--- config.mk ---
export PLATFORM = sky130hd
export DESIGN_NAME = dasg_ctrl
export DESIGN_NICKNAME = d
export VERILOG_FILES = /design/src/hdl/dasg_pkg.sv /design/src/hdl/dasg_ctrl.sv
export SDC_FILE = /design/constraint.sdc
export NUM_CORES = 1
export LEC_CHECK = 0
export BUFFER_PORTS_ARGS = -buffer_cell sky130_fd_sc_hd__buf_2
export CAP_MARGIN = 10
export CORE_MARGIN = 4
export CORE_UTILIZATION = 30
export DETAILED_ROUTE_END_ITERATION = 10
export PLACE_DENSITY_LB_ADDON = 0.15
export SLEW_MARGIN = 20
export SYNTH_ARGS = -nofsm -noshare
export SYNTH_HDL_FRONTEND = slang
export SYNTH_SLANG_ARGS = --single-unit
export TNS_END_PERCENT = 1
--- constraint.sdc ---
create_clock -name i_clk -period 6.65 [get_ports i_clk]
set_clock_uncertainty 0.15 [all_clocks]
set_input_delay 0.665 -clock i_clk [delete_from_list [all_inputs] [get_ports i_clk]]
set_output_delay 0.665 -clock i_clk [all_outputs]
set_load 0.02 [all_outputs]
--- src/hdl/dasg_pkg.sv ---
// shared constants and types for the direction arrow segment generator
`timescale 1ns / 1ps
package dasg_pkg;
    localparam int MAX_ARROWS_DEF  = 16;
    localparam int COORD_WIDTH_DEF = 32;
    localparam logic [15:0] ARROW_LEN_RST = 16'd2560;
    localparam logic signed [15:0] COS_Q15 = 16'sd30274;
    localparam logic signed [15:0] SIN_Q15 = 16'sd12540;

    // division in progress
    localparam logic [2:0] SEL_UX  = 3'd0;
    localparam logic [2:0] SEL_UY  = 3'd1;
    localparam logic [2:0] SEL_CNT = 3'd2;

    typedef enum logic [1:0] {
        PART_SHAFT = 2'd0,
        PART_LEFT  = 2'd1,
        PART_RIGHT = 2'd2
    } t_part;

    // controller to datapath
    typedef struct packed {
        logic load;      // capture request, start setup
        logic sqrt_step; // one square root iteration
        logic div_step;  // one divider iteration
        logic div_init;  // start a division (sel chooses operand)
        logic [2:0] sel; // ux, uy or arrow count
        logic calc_step; // one offset product
        logic emit_adv;  // advance to next arrow start
    } t_cmd;

    // datapath to controller
    typedef struct packed {
        logic short_seg;
        logic [5:0] n_arrows;
        logic       truncated;
    } t_sts;
endpackage

--- src/hdl/dasg_ctrl.sv ---
// controller state machine for the direction arrow segment generator
`timescale 1ns / 1ps
module dasg_ctrl #(
    parameter int MAX_ARROWS = dasg_pkg::MAX_ARROWS_DEF
) (
    input  logic            i_clk,
    input  logic            i_rst_n,
    input  logic            i_valid,
    output logic            o_ready,
    output dasg_pkg::t_cmd  o_cmd,
    input  dasg_pkg::t_sts  i_sts,
    output logic            o_out_valid,
    input  logic            i_out_ready,
    output logic [1:0]      o_part,
    output logic            o_last,
    output logic            o_trunc
);
    import dasg_pkg::*;

    typedef enum logic [2:0] {
        S_IDLE, S_SQRT, S_DIV, S_CALC, S_EMIT
    } t_state;

    t_state r_state;
    logic [6:0] r_cnt;
    logic [2:0] r_sel;
    logic [5:0] r_arrow;
    logic [1:0] r_part;
    logic       r_valid;

    wire emit_fire = r_valid && i_out_ready;
    wire final_part = (r_part == PART_RIGHT) &&
                      ({1'b0, r_arrow} + 7'd1 == {1'b0, i_sts.n_arrows});

    always_comb begin
        o_cmd = '0;
        o_cmd.load      = (r_state == S_IDLE) && i_valid;
        o_cmd.sqrt_step = (r_state == S_SQRT);
        o_cmd.div_init  = (r_state == S_DIV) && (r_cnt == 7'd0);
        o_cmd.div_step  = (r_state == S_DIV) && (r_cnt != 7'd0);
        o_cmd.sel       = r_sel;
        o_cmd.calc_step = (r_state == S_CALC);
        o_cmd.emit_adv  = emit_fire && (r_part == PART_RIGHT);
    end

    assign o_ready     = (r_state == S_IDLE);
    assign o_out_valid = r_valid;
    assign o_part      = r_part;
    assign o_last      = final_part;
    assign o_trunc     = final_part && i_sts.truncated;

    always_ff @(posedge i_clk) begin
        if (!i_rst_n) begin
            r_state <= S_IDLE;
            r_cnt   <= '0;
            r_sel   <= SEL_UX;
            r_arrow <= '0;
            r_part  <= PART_SHAFT;
            r_valid <= 1'b0;
        end else begin
            unique case (r_state)
                S_IDLE: begin
                    if (i_valid) begin
                        r_state <= S_SQRT;
                        r_cnt   <= '0;
                    end
                end
                S_SQRT: begin
                    if (r_cnt == 7'd31) begin
                        r_cnt <= '0;
                        r_sel <= SEL_UX;
                        r_state <= S_DIV;
                    end else begin
                        r_cnt <= r_cnt + 7'd1;
                    end
                end
                S_DIV: begin
                    if (r_cnt == 7'd0 && r_sel == SEL_UX && i_sts.short_seg) begin
                        r_state <= S_IDLE;
                    end else if (r_cnt == 7'd64) begin
                        r_cnt <= '0;
                        if (r_sel == SEL_CNT) begin
                            r_state <= S_CALC;
                        end else begin
                            r_sel <= r_sel + 3'd1;
                        end
                    end else begin
                        r_cnt <= r_cnt + 7'd1;
                    end
                end
                S_CALC: begin
                    r_cnt <= r_cnt + 7'd1;
                    if (r_cnt == 7'd9) begin
                        r_state <= S_EMIT;
                        r_arrow <= '0;
                        r_part  <= PART_SHAFT;
                        r_valid <= 1'b1;
                    end
                end
                S_EMIT: begin
                    if (emit_fire) begin
                        if (final_part) begin
                            r_valid <= 1'b0;
                            r_state <= S_IDLE;
                        end else if (r_part == PART_RIGHT) begin
                            r_part  <= PART_SHAFT;
                            r_arrow <= r_arrow + 6'd1;
                        end else begin
                            r_part <= r_part + 2'd1;
                        end
                    end
                end
                default: r_state <= S_IDLE;
            endcase
        end
    end

`ifndef SYNTHESIS
    a_valid_in_emit: assert property (@(posedge i_clk) disable iff (!i_rst_n)
        r_valid |-> r_state == S_EMIT) else $error("result outside emit");
    a_part_range: assert property (@(posedge i_clk) disable iff (!i_rst_n)
        r_valid |-> r_part != 2'd3) else $error("bad part");
    a_arrow_bound: assert property (@(posedge i_clk) disable iff (!i_rst_n)
        r_valid |-> {1'b0, r_arrow} < 7'(MAX_ARROWS)) else $error("arrow overrun");
    a_ready_idle: assert property (@(posedge i_clk) disable iff (!i_rst_n)
        o_ready |-> !r_valid) else $error("ready while emitting");
`endif
endmodule

==> flow_summary.toml, run 1 <==
[critical_path]
reg2reg_depth = 7
cp.required_ns = 5.83
cp_slowest_cell = "xor3_4"
cp-start-kind = "flip-flop"
critPathKind = "flip-flop to output port"
r2r_slack_ns = 4.00
r2r_end = "r_arrow[3]"
end_kind = "output port"
critPathTopFamily = "compound AO/OA/AOI/OAI gates"
crit_arrival_ns = 2.49
cp_num_buf_inv = 1
r2r_start = "r_arrow[0]"
worst-path-max-fanout = 6
crit_chain = "ha_1, xor3_4, nor3_1, o41ai_2, a211oi_2, and2_1, buf_2"
max_stage_delay_ns = 0.43

[detailed_routing]
drt_iter0_drc = 60
vias = 1348
first_pass_iters = 4
vias_per_cell = 4.884
drc = 0
wl_per_cell_um = 12.80
antenna_left = 0
routed_wl_um = 3532

[run_status]
status = "finished clean"

[timing]
holdWs_ns = 0.3517
report.final.slew_viol_count = 0
finalCritPeriodShare = 0.4963
final.min_clock_period_ns = 3.300
worst_slew_pin_slew_ns = 0.7939
hold_viol_final = 0
rsz0062_at_grt = "false"
fmax_mhz = 303.0
slew-limit-headroom = 0.4696
fin_tns_setup_ns = 0
setup_viol = 0

[clocking]
h-tree-depth = 1
clock_sinks = 22
postCtsSetupBuffers = 0
clock_path_buffers = 2
cts_tree = "built"
hold_buffers = 0
numCtsBuffers = 3
clk_latency_ns = 0.27
cts-resized-gates = 0
clk_pin_slew_ns = 0.08
cts_root_buf = "clkbuf_8"

[placed_design]
gp_congestion = 0.6847
place_inst = 272
portBuffers = 26
hpwl_um = 2675

[layout]
mostFrequentLayoutCells = "26 x buf_2, 22 x dfxtp_1, 18 x nor2_1"
fin_util = 0.3469
nets = 226
antenna_cells = 0
fin_cells = 276
drive_gt1_frac = 0.2379
layout_commonest_cell = "buf_2"
syn_to_final_growth_pct = 12.56
fillers = 570

[flow_run]
max-cap-violations = 0

[floorplan]
die_x_um = 80.21
fp.coreArea_mm2 = 0.005075
num_rows = 26
die_h_um = 80.21
ios = 27
start_util = 0.3082
dieArea_mm2 = 0.006433

[pwr]
ir_worst_vdd_v = 0.0001192
powerDensity_mw_per_mm2 = 232.8
leakage_nw = 0.6721

[yosys]
yosys.cell_types.count = 54
yosys.area.top_type = "dfxtp_1"
synth_edf_count = 0
synth_seq_cells = 22
ys.flop_type = "dfxtp_1"
seq_area_frac_synth = 0.2816
syn_area_mm2 = 0.001564
postSynth.asyncResetShare = 0
avgSynthCellArea_um2 = 8.500
yosysWarnings = 0
synth_nets = 203
synth.top_cell.area_share = 0.2816
synthTopCellsByArea = "dfxtp_1 28%, ha_1 5.6%, nand3_1 4.5%, nor2_1 4.3%, nand2_1 3.4%"
synthCells = 184

[global_routing]
grtUsageTotal = 0.1180
grt_max_degree = 14
antenna_found_initial = 0
first_global_vias = 1266
grt_pass1_wl_um = 6085
grt.overflow.total = 0

[hold_path]
whs_path_depth = 2
min_path_type = "flip-flop to flip-flop"
hp-start = "r_arrow[1]"
hold_end = "r_arrow[1]"
## metal layers
metal	wire length, um	vias up	part of all wire	track usage
li1	-	715	-	-
met2	1577	24	0.45	0.1821
met5	0	-	0	0
met1	1789	607	0.51	0.1660
met4	23	0	0.0065	0.03716
met3	141	2	0.040	0.02018
## state kept, by name, summed over array words and instances (netlist names)
name / cells
o_out_valid: 1
o_part: 2
r_arrow: 6
r_cnt: 7
r_sel: 3
r_state: 3
## through the flow
step / instance area (um^2) / worst slack, ns / power (mW)
floorplan: 1564 / 3.726 / 0.2765
global placement: 1705 / 3.651 / 0.3172
detailed placement: 1705 / 3.627 / 0.3147
CTS: 1760 / 3.338 / 0.4160
global route: 1760 / 3.173 / 0.4439
finish: 1760 / 3.350 / 0.4098
## synthesized netlist by cell type, drive strengths merged (4+ instances only)
| master | number |
|---|---|
| or2 | 4 |
| a21oi | 10 |
| a31oi | 6 |
| dfxtp | 22 |
| and3 | 4 |
| nand2 | 14 |
| ha | 7 |
| nor3b | 6 |
| xor2 | 5 |
| or3 | 5 |
| buf | 4 |
| and2 | 4 |
| nor3 | 7 |
| o21ai | 4 |
| nand3 | 14 |
| nor2 | 18 |
| inv | 6 |
## where the power goes
group | internal [mW] | switching, mW
registers | 0.141 | 0.0149
clock network | 0.0528 | 0.0462
logic | 0.0628 | 0.0923
## how the worst max path moves through the flow
| stage | endpoint | slack [ns] | cells after the start | start |
|---|---|---|---|---|
| 5_1_grt | o_trunc | 3.17 | 7 | r_arrow[0] |
| 2_1_floorplan | o_trunc | 3.73 | 6 | r_arrow[0] |
| 6_report | o_trunc | 3.35 | 7 | r_arrow[0] |
| 3_3_place_gp | o_trunc | 3.65 | 7 | i_sts[3] |
| 4_1_cts | o_trunc | 3.34 | 7 | r_arrow[0] |
| 3_5_place_dp | o_trunc | 3.63 | 7 | i_sts[3] |
## final cells by class
class	instances	area, um^2	area share
inverters	6	22.52	0.01279
repair buffers	26	130.1	0.07392
clock buffers	4	55.05	0.03127
flip-flops and latches	22	440.4	0.2502
well taps	70	87.58	0.04975
multi-input cells	148	1025	0.5821
## worst min-delay path: stages, from the launching register on
cell,delay [ns]
dfxtp_1,0.34
nand2_1,0.06
mux2i_1,0.05
## cells by family (layout without fill, tap and decap cells)
group / after synthesis / after routing / synth area share
compound gates: 35 / 35 / 0.1688
xor+xnor: 9 / 9 / 0.06240
fa+ha+maj: 7 / 7 / 0.05600
buf+inv: 14 / 36 / 0.06320
flops: 22 / 22 / 0.2816
mux: 3 / 3 / 0.02000
simple gates: 94 / 94 / 0.3480
Note: power is estimated with default switching activity, not from simulation.
==> run 2, diff against run 1 <==
- clock period: 6.65 -> 2.8 ns (I/O delays scaled with it)
==> run 2 against run 1 <==
Compared with the run above:
- final area rose by 3.6%
- combinational power grew to 2.6 times the previous value
- core utilization grew 1.2 points
- count of clock-buffer cells in the layout decreased by 1
- clock power grew 110%
- worst setup slack got worse by 3.2 ns
- hold slack got worse by 0.27 ns
- register-to-register slack got worse by 3.8 ns
- wire length up 3.9%
- non-clock buffer count is 6 higher
- critical path type unchanged
- critical endpoint unchanged
==> flow_summary.toml, run 2 (synthesis gave the netlist of run 1 again) <==
[critical_path]
cp-start-kind = "flip-flop"
crit_arrival_ns = 2.22
critPathTopFamily = "simple AND/OR/NAND/NOR gates"
end_kind = "output port"
crit_chain = "ha_2, nand3_1, nor4b_2, o41ai_4, a211oi_2, and2_1, buf_2"
cp_slowest_cell = "dfxtp_1"
cp_num_buf_inv = 1
cp.required_ns = 2.37
critPathKind = "flip-flop to output port"
worst-path-max-fanout = 6
max_stage_delay_ns = 0.42

[detailed_routing]
vias_per_cell = 5.000
drc = 0
routed_wl_um = 3668
vias = 1405
drt_iter0_drc = 62
first_pass_iters = 4
wl_per_cell_um = 13.05
antenna_left = 0

[layout]
nets = 232
largest_register_ffs = 7
antenna_cells = 0
mostFrequentLayoutCells = "26 x buf_2, 22 x dfxtp_1, 18 x nor2_1"
syn_to_final_growth_pct = 16.56
drive_gt1_frac = 0.2701
fillers = 557
layout_commonest_cell = "buf_2"
top_register = "r_cnt"
biggestRegsByFlops = "r_cnt: 7 flops, r_arrow: 6 flops"

[pwr]
comb_power_share = 0.405
power.total_mw = 0.9818
powerDensity_mw_per_mm2 = 538.6
p_clk_frac = 0.215
power_frac_seq = 0.380
switching_share = 0.3862
ir_worst_vdd_v = 0.0003120
p_int_mw = 0.6027
p_sw_mw = 0.3792
leakage_nw = 0.7009

[hold_path]
min_path_type = "input pin to flip-flop"

[global_routing]
grt_busiest_layer = "met2"
gr-usage-met1 = 0.1514
grt_use_met3 = 0.03027
grt.overflow.total = 0
grt_max_degree = 13
grt_pass1_wl_um = 6127
grt_use_met2 = 0.2028
first_global_vias = 1298
grtUsageTotal = 0.1186
antenna_found_initial = 0

[floorplan]
start_util = 0.3082
die_h_um = 80.21
fp.coreArea_mm2 = 0.005075
dieArea_mm2 = 0.006433
die_x_um = 80.21
num_rows = 26
ios = 27

[timing]
worst_slew_pin_slew_ns = 0.6908
finalCritPeriodShare = 0.9476
setup_viol = 0
final.min_clock_period_ns = 2.653
fmax_mhz = 376.9
hold_viol_final = 0
report.final.slew_viol_count = 0
holdWs_ns = 0.08103
slew-limit-headroom = 0.5395
fin_tns_setup_ns = 0

[placed_design]
gp_congestion = 0.7174
portBuffers = 26
hpwl_um = 2707

[clocking]
h-tree-depth = 1
numCtsBuffers = 3
clk_pin_slew_ns = 0.09
cts_root_buf = "clkbuf_8"
cts_tree = "built"
clk_latency_ns = 0.27
clock_path_buffers = 2
clock_sinks = 22

[run_status]
status = "finished clean"

[flow_run]
max-cap-violations = 0
[run 2: cell types whose count changed in the layout (fill, tap and decap cells not counted), sizes merged]
cell and change:
clkbuf -1, buf +6
[run 2: path summary, 6_finish.rpt]
| check | startpoint | depth (start not counted) | endpoint | slack [ns] |
|---|---|---|---|---|
| min | i_out_ready | 2 | o_out_valid | 0.08 |
| max | r_arrow[0] | 7 | o_trunc | 0.15 |
| min reg2reg | r_sel[2] | 2 | r_sel[2] | 0.34 |
| max reg2reg | r_arrow[0] | 7 | r_arrow[3] | 0.25 |
[run 2: routing by layer]
layer,part of all wire,vias to the layer above
li1,-,726
met1,0.48,650
met2,0.46,25
met3,0.049,4
met4,0.0076,0
met5,0,-
[run 2: through the flow]
step / area [um^2] / instances / utilization / setup slack, ns
floorplan: 1564 / 184 / - / 0.2613
global placement: 1735 / 276 / 0.3420 / 0.2254
finish: 1823 / 281 / 0.3592 / 0.1468
CTS: 1784 / 280 / 0.3516 / 0.05431
detailed placement: 1735 / 276 / 0.3420 / 0.2022
global route: 1823 / 281 / 0.3592 / -0.03385
[run 2: repair_timing]
item                       4_1_cts  5_1_grt
pin swaps                        1        1
hold buffers                     0        0
setup endpoints to repair        2        2
buffers inserted                 1        1
resized for setup                0        5
[run 2: power groups by stage]
stage,clock network [mW],registers (mW),logic (mW)
floorplan,0,0.356,0.301
finish,0.211,0.373,0.398
global placement,0,0.380,0.399
CTS,0.221,0.371,0.401
detailed placement,0,0.379,0.399
global route,0.232,0.377,0.446
[run 2: cell type report]
class,instances,area (um^2),area share
Multi-Input combinational cell,148,1056,0.5793
Sequential cell,22,440.4,0.2416
Timing Repair Buffer,32,175.2,0.09609
Tap cell,70,87.58,0.04804
Clock buffer,3,41.29,0.02265
Inverter,6,22.52,0.01235
[run 2: worst register-to-register path, delay by kind of cell, from the launching register on]
family	cells	cell delay, ns
simple gates	3	0.89
compound gates	3	0.78
flops	1	0.42
fa+ha+maj	1	0.24
